File: src/hw/rtl/sst_pkg.sv
// ----------------------------------------------------------------------------
// sst_pkg
// Types and fixed constants shared by the scoped symbol table: item formats,
// operation and status codes, controller states and the command and status
// bundles that join the controller to the datapath.
// ----------------------------------------------------------------------------
package sst_pkg;

  // Field widths fixed by the item formats
  localparam int unsigned MODE_W   = 3;
  localparam int unsigned HASH_W   = 32;
  localparam int unsigned SCOPE_W  = 16;
  localparam int unsigned STATUS_W = 2;
  localparam int unsigned SLOT_W   = 6;
  localparam int unsigned COUNT_W  = 7;

  // Operation codes; the three codes above cleanup are no-ops
  typedef enum logic [MODE_W-1:0] {
    MODE_CREATE  = 3'd0,
    MODE_REFRESH = 3'd1,
    MODE_DELETE  = 3'd2,
    MODE_LOOKUP  = 3'd3,
    MODE_CLEANUP = 3'd4
  } mode_e;

  typedef enum logic [STATUS_W-1:0] {
    ST_OK       = 2'd0,
    ST_FULL     = 2'd1,
    ST_NO_MATCH = 2'd2
  } status_e;

  typedef enum logic [1:0] {
    S_IDLE   = 2'd0,
    S_SCAN   = 2'd1,
    S_FINISH = 2'd2
  } state_e;

  typedef struct packed {
    logic [MODE_W-1:0]  mode;
    logic [HASH_W-1:0]  name_hash;
    logic [SCOPE_W-1:0] fn_scope;
    logic [SCOPE_W-1:0] ex_scope;
  } in_item_t;

  typedef struct packed {
    logic [STATUS_W-1:0] status;
    logic [SLOT_W-1:0]   slot;
    logic [COUNT_W-1:0]  removed;
    logic [COUNT_W-1:0]  live_count;
  } out_item_t;

  // Controller to datapath
  typedef struct packed {
    logic    load_op;     // capture the accepted item, restart the scan
    logic    issue;       // read the next slot
    logic    wr_entry;    // create: fill the slot in the stage
    logic    wr_escope;   // refresh: retag the slot in the stage
    logic    clr_valid;   // free the slot in the stage
    logic    res_set;     // capture the result
    status_e res_code;
    logic    res_slot_en; // result carries the stage slot
    logic    load_out;    // move the result to the output register
  } cmd_t;

  // Datapath to controller
  typedef struct packed {
    logic [MODE_W-1:0] op_mode;
    logic              pre_full;       // create refused before any scan
    logic              temp_match;
    logic              stage_vld;
    logic              stage_last;
    logic              stage_hit;
    logic              stage_free;
    logic              stage_clean;
    logic              stage_reserved;
    logic              none_removed;
  } stat_t;

endpackage

File: src/hw/rtl/scoped_symbol_table.sv
// ----------------------------------------------------------------------------
// scoped_symbol_table
// Fixed table of variable entries keyed by name hash and function scope,
// tagged with an execution scope. Create, refresh, delete, lookup, cleanup.
//
// Input channel in_valid_i / in_stall_o carries one operation item; the
// item is taken at a clock edge with valid high and stall low. Output
// channel out_valid_o / out_stall_i returns exactly one result item per
// operation, in order. temporary_hash is written through cfg_we_i and
// cfg_wdata_i while the block is idle; the user must keep to this, the
// block itself does not enforce it. Each operation walks the slots one
// per cycle through the single read port of the entry store. Delete and
// cleanup always walk the whole table. Create, refresh and lookup stop at
// the slot they act on, or at the last slot; a create refused on the live
// count and the spare codes finish before any scan. The next item can be
// taken in the cycle after the result enters the output register.
// A result waiting under stall is held; the next item may still be accepted
// and run, and its result waits until the held one is taken.
// Reset frees every slot, zeroes the live count and temporary_hash.
// ----------------------------------------------------------------------------
module scoped_symbol_table #(
  parameter int unsigned TABLE_DEPTH      = 64,
  parameter int unsigned UNRESERVED_DEPTH = 56
) (
  input  logic               clk_i,
  input  logic               rst_ni,
  input  logic               in_valid_i,
  output logic               in_stall_o,
  input  sst_pkg::in_item_t  in_item_i,
  output logic               out_valid_o,
  input  logic               out_stall_i,
  output sst_pkg::out_item_t out_item_o,
  input  logic               cfg_we_i,
  input  logic [31:0]        cfg_wdata_i
);
  import sst_pkg::*;

  cmd_t  cmd;
  stat_t stat;

  // Sequencer
  sst_ctrl u_ctrl (
    .clk_i       (clk_i),
    .rst_ni      (rst_ni),
    .in_valid_i  (in_valid_i),
    .in_stall_o  (in_stall_o),
    .out_valid_o (out_valid_o),
    .out_stall_i (out_stall_i),
    .cmd_o       (cmd),
    .stat_i      (stat)
  );

  // Table storage and scan datapath
  sst_datapath #(
    .TABLE_DEPTH      (TABLE_DEPTH),
    .UNRESERVED_DEPTH (UNRESERVED_DEPTH)
  ) u_datapath (
    .clk_i       (clk_i),
    .rst_ni      (rst_ni),
    .in_item_i   (in_item_i),
    .cfg_we_i    (cfg_we_i),
    .cfg_wdata_i (cfg_wdata_i),
    .cmd_i       (cmd),
    .stat_o      (stat),
    .out_item_o  (out_item_o)
  );

endmodule

File: src/hw/rtl/sst_datapath.sv
// ----------------------------------------------------------------------------
// sst_datapath
// Entry store, valid bits, live count, slot scan pipeline, result and output
// registers. Reads one slot per cycle with a registered read; the slot in the
// stage register is evaluated and, on command, written back.
// ----------------------------------------------------------------------------
module sst_datapath #(
  parameter int unsigned TABLE_DEPTH      = 64,
  parameter int unsigned UNRESERVED_DEPTH = 56
) (
  input  logic               clk_i,
  input  logic               rst_ni,
  input  sst_pkg::in_item_t  in_item_i,
  input  logic               cfg_we_i,
  input  logic [31:0]        cfg_wdata_i,
  input  sst_pkg::cmd_t      cmd_i,
  output sst_pkg::stat_t     stat_o,
  output sst_pkg::out_item_t out_item_o
);
  import sst_pkg::*;

  localparam int unsigned IDX_W = $clog2(TABLE_DEPTH);
  localparam int unsigned CNT_W = $clog2(TABLE_DEPTH + 1);

  // Operation and configuration
  in_item_t           op_q;
  logic [HASH_W-1:0]  temp_hash_q;

  // Scan pipeline
  logic [CNT_W-1:0]   scan_q;
  logic               issue_en;
  logic [IDX_W-1:0]   rd_addr;
  logic               stg_vld_q;
  logic [IDX_W-1:0]   stg_idx_q;
  logic               stg_ent_q;

  // Entry store
  logic [HASH_W-1:0]  hash_mem   [TABLE_DEPTH];
  logic [SCOPE_W-1:0] fscope_mem [TABLE_DEPTH];
  logic [SCOPE_W-1:0] escope_mem [TABLE_DEPTH];
  logic [HASH_W-1:0]  rd_hash_q;
  logic [SCOPE_W-1:0] rd_fscope_q;
  logic [SCOPE_W-1:0] rd_escope_q;
  logic [TABLE_DEPTH-1:0] valid_q;

  // Counts and result
  logic [CNT_W-1:0]   live_q;
  logic [CNT_W-1:0]   removed_q;
  status_e            res_status_q;
  logic [SLOT_W-1:0]  res_slot_q;
  out_item_t          out_q;

  assign issue_en = cmd_i.issue && (32'(scan_q) < 32'(TABLE_DEPTH));
  assign rd_addr  = scan_q[IDX_W-1:0];

  // Captured item
  always_ff @(posedge clk_i) begin
    if (cmd_i.load_op) begin
      op_q <= in_item_i;
    end
  end

  // Temporary hash register
  always_ff @(posedge clk_i or negedge rst_ni) begin
    if (!rst_ni) begin
      temp_hash_q <= '0;
    end else if (cfg_we_i) begin
      temp_hash_q <= cfg_wdata_i;
    end
  end

  // Scan counter and stage control
  always_ff @(posedge clk_i or negedge rst_ni) begin
    if (!rst_ni) begin
      scan_q    <= '0;
      stg_vld_q <= 1'b0;
      stg_idx_q <= '0;
      stg_ent_q <= 1'b0;
    end else if (cmd_i.load_op) begin
      scan_q    <= '0;
      stg_vld_q <= 1'b0;
    end else begin
      stg_vld_q <= issue_en;
      if (issue_en) begin
        scan_q    <= scan_q + CNT_W'(1);
        stg_idx_q <= rd_addr;
        stg_ent_q <= valid_q[rd_addr];
      end
    end
  end

  // Entry store: one write port at the stage slot, one registered read port
  always_ff @(posedge clk_i) begin
    if (cmd_i.wr_entry) begin
      hash_mem[stg_idx_q]   <= op_q.name_hash;
      fscope_mem[stg_idx_q] <= op_q.fn_scope;
    end
    if (cmd_i.wr_entry || cmd_i.wr_escope) begin
      escope_mem[stg_idx_q] <= op_q.ex_scope;
    end
    if (issue_en) begin
      rd_hash_q   <= hash_mem[rd_addr];
      rd_fscope_q <= fscope_mem[rd_addr];
      rd_escope_q <= escope_mem[rd_addr];
    end
  end

  // Valid bits, live count, removed count
  always_ff @(posedge clk_i or negedge rst_ni) begin
    if (!rst_ni) begin
      valid_q   <= '0;
      live_q    <= '0;
      removed_q <= '0;
    end else begin
      if (cmd_i.wr_entry) begin
        valid_q[stg_idx_q] <= 1'b1;
        live_q             <= live_q + CNT_W'(1);
      end else if (cmd_i.clr_valid) begin
        valid_q[stg_idx_q] <= 1'b0;
        if (live_q != '0) begin
          live_q <= live_q - CNT_W'(1);
        end
      end
      if (cmd_i.load_op) begin
        removed_q <= '0;
      end else if (cmd_i.clr_valid) begin
        removed_q <= removed_q + CNT_W'(1);
      end
    end
  end

  // Result capture
  always_ff @(posedge clk_i) begin
    if (cmd_i.res_set) begin
      res_status_q <= cmd_i.res_code;
      res_slot_q   <= cmd_i.res_slot_en ? SLOT_W'(stg_idx_q) : '0;
    end
    if (cmd_i.load_out) begin
      out_q.status     <= res_status_q;
      out_q.slot       <= res_slot_q;
      out_q.removed    <= COUNT_W'(removed_q);
      out_q.live_count <= COUNT_W'(live_q);
    end
  end

  // Status towards the controller
  always_comb begin
    stat_o.op_mode        = op_q.mode;
    stat_o.temp_match     = (op_q.name_hash == temp_hash_q);
    stat_o.pre_full       = (32'(live_q) >= 32'(UNRESERVED_DEPTH)) &&
                            (!stat_o.temp_match || (32'(live_q) >= 32'(TABLE_DEPTH)));
    stat_o.stage_vld      = stg_vld_q;
    stat_o.stage_last     = (32'(stg_idx_q) == 32'(TABLE_DEPTH - 1));
    stat_o.stage_hit      = stg_ent_q && (rd_hash_q == op_q.name_hash) &&
                            (rd_fscope_q == op_q.fn_scope);
    stat_o.stage_free     = !stg_ent_q;
    stat_o.stage_clean    = stg_ent_q && ((op_q.ex_scope == '0) ||
                            (rd_escope_q > op_q.ex_scope));
    stat_o.stage_reserved = (32'(stg_idx_q) >= 32'(UNRESERVED_DEPTH));
    stat_o.none_removed   = (removed_q == '0);
  end

  assign out_item_o = out_q;

endmodule

File: src/hw/rtl/sst_ctrl.sv
// ----------------------------------------------------------------------------
// sst_ctrl
// Operation sequencer: accepts an item, steps the slot scan, decides per
// scanned slot what the operation does to it, and hands the result to the
// output register.
// ----------------------------------------------------------------------------
module sst_ctrl (
  input  logic           clk_i,
  input  logic           rst_ni,
  input  logic           in_valid_i,
  output logic           in_stall_o,
  output logic           out_valid_o,
  input  logic           out_stall_i,
  output sst_pkg::cmd_t  cmd_o,
  input  sst_pkg::stat_t stat_i
);
  import sst_pkg::*;

  state_e state_q, state_d;
  logic   out_valid_q, out_valid_d;
  logic   finish;

  // Next state
  always_comb begin
    state_d = state_q;
    case (state_q)
      S_IDLE: begin
        if (in_valid_i) state_d = S_SCAN;
      end
      S_SCAN: begin
        if (finish) state_d = S_FINISH;
      end
      S_FINISH: begin
        if (cmd_o.load_out) state_d = S_IDLE;
      end
      default: state_d = S_IDLE;
    endcase
  end

  // Outputs and per-slot decisions
  always_comb begin
    cmd_o       = '0;
    cmd_o.res_code = ST_OK;
    finish      = 1'b0;
    in_stall_o  = (state_q != S_IDLE);
    case (state_q)
      S_IDLE: begin
        cmd_o.load_op = in_valid_i;
      end
      S_SCAN: begin
        cmd_o.issue = 1'b1;
        case (stat_i.op_mode)
          MODE_CREATE: begin
            if (stat_i.pre_full) begin
              finish         = 1'b1;
              cmd_o.res_code = ST_FULL;
            end else if (stat_i.stage_vld && stat_i.stage_free) begin
              finish = 1'b1;
              if (stat_i.stage_reserved && !stat_i.temp_match) begin
                cmd_o.res_code = ST_FULL;
              end else begin
                cmd_o.wr_entry    = 1'b1;
                cmd_o.res_slot_en = 1'b1;
              end
            end else if (stat_i.stage_vld && stat_i.stage_last) begin
              finish         = 1'b1;
              cmd_o.res_code = ST_FULL;
            end
          end
          MODE_REFRESH, MODE_LOOKUP: begin
            if (stat_i.stage_vld && stat_i.stage_hit) begin
              finish            = 1'b1;
              cmd_o.res_slot_en = 1'b1;
              cmd_o.wr_escope   = (stat_i.op_mode == MODE_REFRESH);
            end else if (stat_i.stage_vld && stat_i.stage_last) begin
              finish         = 1'b1;
              cmd_o.res_code = ST_NO_MATCH;
            end
          end
          MODE_DELETE: begin
            if (stat_i.stage_vld) begin
              cmd_o.clr_valid = stat_i.stage_hit;
              if (stat_i.stage_last) begin
                finish = 1'b1;
                if (stat_i.none_removed && !stat_i.stage_hit) begin
                  cmd_o.res_code = ST_NO_MATCH;
                end
              end
            end
          end
          MODE_CLEANUP: begin
            if (stat_i.stage_vld) begin
              cmd_o.clr_valid = stat_i.stage_clean;
              finish          = stat_i.stage_last;
            end
          end
          default: begin
            // unused codes do nothing
            finish = 1'b1;
          end
        endcase
        cmd_o.res_set = finish;
      end
      S_FINISH: begin
        cmd_o.load_out = !out_valid_q || !out_stall_i;
      end
      default: begin
      end
    endcase
  end

  // Output valid flag
  always_comb begin
    out_valid_d = out_valid_q;
    if (cmd_o.load_out) begin
      out_valid_d = 1'b1;
    end else if (!out_stall_i) begin
      out_valid_d = 1'b0;
    end
  end

  always_ff @(posedge clk_i or negedge rst_ni) begin
    if (!rst_ni) begin
      state_q     <= S_IDLE;
      out_valid_q <= 1'b0;
    end else begin
      state_q     <= state_d;
      out_valid_q <= out_valid_d;
    end
  end

  assign out_valid_o = out_valid_q;

  // A stalled result is never overwritten
  a_no_overwrite: assert property (@(posedge clk_i) disable iff (!rst_ni)
    cmd_o.load_out |-> !(out_valid_q && out_stall_i))
    else $error("result overwritten while stalled");

  // An accepted item always starts a scan
  a_accept_scan: assert property (@(posedge clk_i) disable iff (!rst_ni)
    (in_valid_i && !in_stall_o) |=> (state_q == S_SCAN))
    else $error("accepted item did not start a scan");

  // Table writes only act on a live stage slot during a scan
  a_write_stage: assert property (@(posedge clk_i) disable iff (!rst_ni)
    (cmd_o.wr_entry || cmd_o.wr_escope || cmd_o.clr_valid) |->
      (state_q == S_SCAN && stat_i.stage_vld))
    else $error("table write outside a scanned slot");

  // Each operation ends with exactly one result handed on
  a_one_result: assert property (@(posedge clk_i) disable iff (!rst_ni)
    (state_q == S_FINISH && cmd_o.load_out) |=> (state_q == S_IDLE && out_valid_q))
    else $error("result not delivered after finish");

endmodule
File: config.mk
export PLATFORM = sky130hd
export DESIGN_NAME = scoped_symbol_table
export DESIGN_NICKNAME = d
export VERILOG_FILES = /design/src/hw/rtl/sst_pkg.sv /design/src/hw/rtl/scoped_symbol_table.sv /design/src/hw/rtl/sst_datapath.sv /design/src/hw/rtl/sst_ctrl.sv
export SDC_FILE = /design/constraint.sdc
export NUM_CORES = 2
export LEC_CHECK = 0
export ABC_CLOCK_PERIOD_IN_PS = 9000
export BUFFER_PORTS_ARGS = -buffer_cell sky130_fd_sc_hd__buf_2
export CORE_MARGIN = 1
export CORE_UTILIZATION = 40
export CTS_BUF_LIST = sky130_fd_sc_hd__clkbuf_4 sky130_fd_sc_hd__clkbuf_8 sky130_fd_sc_hd__clkbuf_16
export DETAILED_ROUTE_END_ITERATION = 16
export PLACE_DENSITY = 0.66
export SLEW_MARGIN = 5
export SYNTH_ARGS = -nofsm -noshare
export SYNTH_HDL_FRONTEND = slang
export SYNTH_SLANG_ARGS = --single-unit
File: constraint.sdc
create_clock -name clk_i -period 9 [get_ports clk_i]
set_input_delay 0.9 -clock clk_i [delete_from_list [all_inputs] [get_ports clk_i]]
set_output_delay 0.9 -clock clk_i [all_outputs]
set_load 0.05 [all_outputs]
-- Word-level counts from Yosys, hierarchy flattened
Memory sizes are Yosys's and may differ from the RTL's. A register that Yosys moved wholly into a read port is not among the register bits.
Cells that the tools add are included.
- RAM bits: 4096
- memories: 3
- register bits after elaboration: 225
- $lt $le $gt $ge: 8
- bitwise operators: 4
- mux-type cells: 57
- $add $sub $neg: 4
- equality and inequality tests: 14
- reduce and logical (&&, ||, !) cells: 34
- memories (memory ; depth ; width ; read ports ; clocked after memory_dff ; wr ports ; line ; text):
    u_datapath.hash_mem ; 64 ; 32 ; 1 ; 1 ; 1 ; sst_datapath.sv:38 ; logic [HASH_W-1:0] hash_mem [TABLE_DEPTH];
    u_datapath.escope_mem ; 64 ; 16 ; 1 ; 1 ; 1 ; sst_datapath.sv:40 ; logic [SCOPE_W-1:0] escope_mem [TABLE_DEPTH];
    u_datapath.fscope_mem ; 64 ; 16 ; 1 ; 1 ; 1 ; sst_datapath.sv:39 ; logic [SCOPE_W-1:0] fscope_mem [TABLE_DEPTH];
- operators by type and width (kind ; count):
    64-bit 2-to-1 mux ; 2
    64-bit AND ; 1
    32-bit equality test ; 2
    64-bit inverter ; 1
    64-bit OR ; 1
    7-bit 2-to-1 mux ; 7
    1-bit 2-to-1 mux ; 30
    7-bit by 1-bit adder with 7-bit output (second input constant) ; 3
    2-bit 2-to-1 mux ; 10
    16-bit equality test ; 1
    16-bit greater-than comparator ; 1
    16-bit logical NOT ; 1
    6-bit by 7-bit < comparator with 1-bit output (second input constant) ; 2
    2-bit case mux with 3 select lines ; 2
    1-bit logical AND ; 11
    2-bit nonzero test ; 5
    8-bit 2-to-1 mux ; 1
    7-bit by 6-bit >= comparator with 1-bit output (second input constant) ; 1
    7-bit >= comparator (second input constant) ; 1
    7-bit logical NOT ; 1
    7-bit < comparator (second input constant) ; 1
    7-bit nonzero test ; 1
    7-bit by 1-bit subtractor with 7-bit output (second input constant) ; 1
    1-bit binary-select mux with 6-bit select ; 1
    21 further kinds ; 33

-- Longest topological paths before layout
- depth after elaboration: 13
- gate-level depth with buffers: 15

-- Modules after synthesis
Synthesis repeated with hierarchy kept, for this count alone.
- cell total of the unflattened synthesis: 7452
- area, all modules: 168187.6 sq um
- by module, submodules not included (module ; cells each ; area each (sq um) ; times used ; sequential area each (sq um)):
    sst_datapath ; 7401 ; 167785.9 ; 1 ; 130960.6
    sst_ctrl ; 51 ; 401.6 ; 1 ; 75.1

-- Worst setup path before layout
OpenSTA, ideal clock, no wires.
- path kind: register to register
- start point: reg u_datapath.op_q[52] in the netlist's numbering
- end point: mem u_datapath.fscope_mem[56][0], enable pin
- library setup time: 0.454 ns
- path buffers: 2
- data required time: 8.546 ns
- setup slack: 3.873 ns
- cell stages (with the launch flop): 9
- data arrival time: 4.674 ns
- path through: edfxtp_1 > xor2_1 > nor4_1 > nand4_1 > o22ai_1 > nand2_1 > clkbuf_1 > clkbuf_1 > nor2_1
- longest elaborated chain between the ends: 10
- RTL lines (what ; line ; text):
    from (decl) ; sst_datapath.sv:26 ; in_item_t op_q;
    from (signal assigned) ; sst_datapath.sv:59 ; op_q <= in_item_i;
    32-bit equality test (*) ; sst_datapath.sv:149 ; stat_o.temp_match = (op_q.name_hash == temp_hash_q);
    1-bit logical NOT (*) ; sst_datapath.sv:151, sst_ctrl.sv:59 ;
    1-bit logical AND ; sst_ctrl.sv:59 ; if (stat_i.stage_reserved && !stat_i.temp_match) begin
    1-bit 2-to-1 mux ; sst_ctrl.sv:59 ;
    1-bit 2-to-1 mux ; sst_ctrl.sv:57 ; end else if (stat_i.stage_vld && stat_i.stage_free) begin
    1-bit 2-to-1 mux (*) ; sst_ctrl.sv:54 ; if (stat_i.pre_full) begin
    1-bit 2-to-1 mux (*) ; sst_ctrl.sv:52 ; case (stat_i.op_mode)
    8-bit 2-to-1 mux (*) ; sst_ctrl.sv:46 ; case (state_q)
    1-bit 2-to-1 mux (*) ; sst_datapath.sv:94 ; if (cmd_i.wr_entry) begin
    1-bit 2-to-1 mux (implied by the code) (*) ; sst_datapath.sv:96 ; fscope_mem[stg_idx_q] <= op_q.fn_scope;
    to (decl) ; sst_datapath.sv:39 ;
Every way passes the cells marked *; elsewhere a longest branch is shown, timed or not.

-- Final worst setup path
- start point: reg u_datapath.op_q[43] in the netlist's numbering
- end point: mem u_datapath.escope_mem[58][9], enable pin
- longest elaborated chain between the ends: 11
- RTL lines (what ; line ; text):
    32-bit equality test ; sst_datapath.sv:149 ;
    1-bit logical NOT ; sst_datapath.sv:151, sst_ctrl.sv:59 ;
    1-bit logical AND ; sst_ctrl.sv:59 ;
    1-bit 2-to-1 mux ; sst_ctrl.sv:59 ;
    1-bit 2-to-1 mux ; sst_ctrl.sv:57 ;
    1-bit 2-to-1 mux ; sst_ctrl.sv:54 ;
    1-bit 2-to-1 mux ; sst_ctrl.sv:52 ;
    8-bit 2-to-1 mux (*) ; sst_ctrl.sv:46 ;
    1-bit logical OR (*) ; sst_datapath.sv:98 ; if (cmd_i.wr_entry || cmd_i.wr_escope) begin
    1-bit 2-to-1 mux (*) ; sst_datapath.sv:98 ;
    1-bit 2-to-1 mux (implied by the code) (*) ; sst_datapath.sv:99 ; escope_mem[stg_idx_q] <= op_q.ex_scope;
    to (decl) ; sst_datapath.sv:40 ;
Marks and branches as above.

==> run_results.csv <==
group,metric,value,unit
grt,grt_pass1_vias,77700,
layout,multiInputGateArea,35700,sq um
sta,maxSlewViolCount,0,
synth,yosysWarnings,0,
grt,antenna_found_initial,33,
synth,syn_inst,6836,
detailed_routing,dr.first_iter.drc_count,11100,
detailed_routing,via_per_inst,5.99,
clock_tree,h-tree-depth,5,
sta,rsz0062_at_grt,"no",
place,placed_cells,12400,
sta,relSlewSlack,11.3,%
synth,ys_async_sr_fraction,2.92,%
layout,fillers,33700,
clock_tree,cts_made_buffers,414,
clock_tree,cts-resized-gates,0,
layout,syn2layout_area_growth,13.5,%
setup_path,path_cells,"buf_4 -> xor2_1 -> nor4_1 -> nand4_1 -> o22ai_1 -> nand2_4 -> nand2_1 -> nand2b_4 -> nor2_1",
detailed_routing,drc,0,
die,die-area,422000,sq um
clock_tree,ctsLongestPathBuffers,4,
layout,fin_cells,13100,
sta,skew,105,ps
pwr,ir_drop,352,uV
worst_hold_path,min_from,"in_item_i[40]",
layout,drive_above_1_share,33.8,%
setup_path,crit_buf_inv,1,
synth,syn_area,168000,sq um
clock_tree,cts_setup_buffers,0,
setup_path,arrival,6580,ps
layout,final_common_cell,"edfxtp_1",
clock_tree,cts-root-buf,"clkbuf_16",
setup_path,worst-path-max-fanout,64,
grt,grt_max_degree,161,
sta,tightest_slew,1330,ps
sta,max_freq,164,MHz
detailed_routing,totalWireLength,458000,um
grt,grt_remaining_overflow,0,
layout,fin_util,45.6,%
sta,setup_tns,0,ps
die,ioPinCount,128,
pwr,power.density,285,nW/um^2
sta,holdWs,144,ps
detailed_routing,dr.pass1.iters,5,
place,dpl.hpwl,282000,um
detailed_routing,num_vias,78700,
setup_path,cp-end-kind,"register",
die,die_h,649,um
clock_tree,tritoncts,"yes",
setup_path,cp.required,9480,ps
detailed_routing,wl_per_cell,34.8,um
status,status,"complete, no violations",
layout,layout_common_cells,"edfxtp_1, mux4_2, clkbuf_16, buf_4, buf_2",
clock_tree,path_clk_slew,60,ps
clock_tree,clock_latency,960,ps
sta,period_needed,6100,ps
setup_path,worstSetupPathType,"reg -> reg",
synth,synth_edf_count,4257,
grt,grt_pass1_wl,635000,um
place,gp_congestion,0.883,
synth,ys_seq_area_share,78.1,%
layout,nets,7413,
layout,regArea,131000,sq um
grt,track_usage,21.4,%
synth,ys_types,63,
worst_hold_path,hold_path_class,"in -> reg",
die,die_x,649,um
sta,hold_viol_final,0,
setup_path,critPathMaxStageDelay,1220,ps
pwr,leakage,57.8,nW
synth,synth_nets,6965,
synth,synth.avg_cell_area,24.5,sq um
synth,synth-seq-cells,4385,
place,io_buffers,127,
setup_path,crit_start,"u_datapath.op_q[43]$_DFFE_PP_",
detailed_routing,ant_nets,0,
setup_path,critPathLaunchType,"register",
setup_path,cp_top_family,"simple AND/OR/NAND/NOR gates",
setup_path,reg2reg_from,"u_datapath.op_q[43]$_DFFE_PP_",
die,fp.coreArea,417000,sq um
clock_tree,cts.sinks,4385,
setup_path,slowest_stage,"nor2_1",
flow_run,cap_violations,0,
sta,finalSetupViolations,0,
die,row_count,237,
synth,ys.flop_type,"edfxtp_1",
die,start_util,40.2,%
sta,finalCritPeriodShare,67.8,%
## cells by family after synthesis
kind of cell | count (synthesis) | synth area share (%)
simple gates | 372 | 1.07
xor+xnor | 87 | 0.454
buf+inv | 379 | 0.919
flops | 4385 | 78.1
fa+ha+maj | 25 | 0.191
compound gates | 181 | 0.612
mux | 1407 | 18.6
## flip-flops by register name, indices dropped and copies added, names as in the netlist, 3 cells and up, named ones only
signal	count
u_datapath.hash_mem	2048
u_datapath.escope_mem	1024
u_datapath.fscope_mem	1024
u_datapath.op_q	64
u_datapath.rd_hash_q	32
u_datapath.temp_hash_q	32
u_datapath.out_item_o	22
u_datapath.rd_escope_q	16
u_datapath.rd_fscope_q	16
u_datapath.live_q	7
u_datapath.removed_q	7
u_datapath.scan_q	7
u_datapath.res_slot_q	6
u_datapath.stg_idx_q	6
u_datapath.stat_o	3
## metrics by stage
| stage | cell area (sq um) | power [mW] | setup WS [ps] |
|---|---|---|---|
| floorplan | 168000 | 32.3 | 3870 |
| global placement | 176000 | 37.1 | 3210 |
| detailed placement | 176000 | 37.2 | 2980 |
| CTS | 190000 | 54.6 | 2900 |
| global route | 190000 | 55.6 | 2680 |
| finish | 190000 | 54.3 | 2900 |
## layout make-up
type / count / area share (%)
Clock buffer: 507 / 5.92
Tap cell: 5497 / 3.62
Timing Repair Buffer: 386 / 1.49
Sequential cell: 4385 / 68.9
Clock inverter: 250 / 1.25
Inverter: 25 / 0.0493
Antenna cell: 24 / 0.0316
Multi-Input combinational cell: 2072 / 18.8
## worst reg2reg max path: cells and delay by family (launching register included)
kind / cells / cell delay (ps)
xor gates and xnor gates: 1 / 180
and+or+nand+nor: 6 / 3990
AOI/OAI and AO/OA: 1 / 640
DFF: 1 / 590
buffers and inverters: 1 / 260
## where the power goes
part | switching (mW) | internal [mW]
sequential | 0.483 | 23.7
clock | 7.49 | 10.1
combinational | 7.30 | 5.25
total | 15.3 | 39.0
## repair_timing
item | in CTS | in global routing
endpoints found under the hold margin | 45 | 0
setup endpoints to repair | 0 | 0
hold buffers | 1 | 0
## final timing paths
| check | end | slack, ps | cells past startpoint |
|---|---|---|---|
| setup reg to reg | u_datapath.escope_mem[58][9]$_DFFE_PP_ | 2900 | 9 |
| setup / recovery | u_datapath.escope_mem[58][9]$_DFFE_PP_ | 2900 | 9 |
| min in group asynchronous | async pin | 640 | 2 |
| max in group asynchronous | u_datapath.scan_q[5]$_DFFE_PN0P_ | 6540 | 4 |
| hold / removal | u_datapath.op_q[40]$_DFFE_PP_ | 140 | 1 |
| hold reg to reg | u_datapath.out_item_o[15]$_DFFE_PP_ | 400 | 0 |
## Yosys cell counts (all sizes together), types with 3 or more instances
cell type,instances,share of area [%]
or4,3,0.013
nand4,17,0.067
o21ai,136,0.41
xor2,63,0.33
nand2,84,0.19
xnor2,24,0.13
and3b,4,0.021
and2,8,0.030
nand3,12,0.036
nor3b,9,0.040
dfrtp,128,1.9
nor4,24,0.098
or4b,3,0.020
o22ai,3,0.011
a22o,4,0.021
mux2,41,0.28
nor3,12,0.036
inv,25,0.056
buf,160,0.43
edfxtp,4257,76
nor2,156,0.35
a21oi,14,0.044
mux4,1364,18
a21o,6,0.027
a31oi,3,0.011
ha,24,0.18
nor2b,13,0.049
and3,5,0.019
a211oi,4,0.018
nand2b,8,0.030
clkbuf,194,0.43
## layer usage
| metal | GRT usage [%] | vias to the layer above | wire [um] |
|---|---|---|---|
| met4 | 9.85 | 4 | 24200 |
| li1 | - | 30400 | - |
| met2 | 34.3 | 4664 | 221000 |
| met5 | 0 | - | 27 |
| met3 | 4.05 | 799 | 42300 |
| met1 | 28.6 | 42800 | 170000 |
Note: power is estimated with default switching activity, not from simulation.
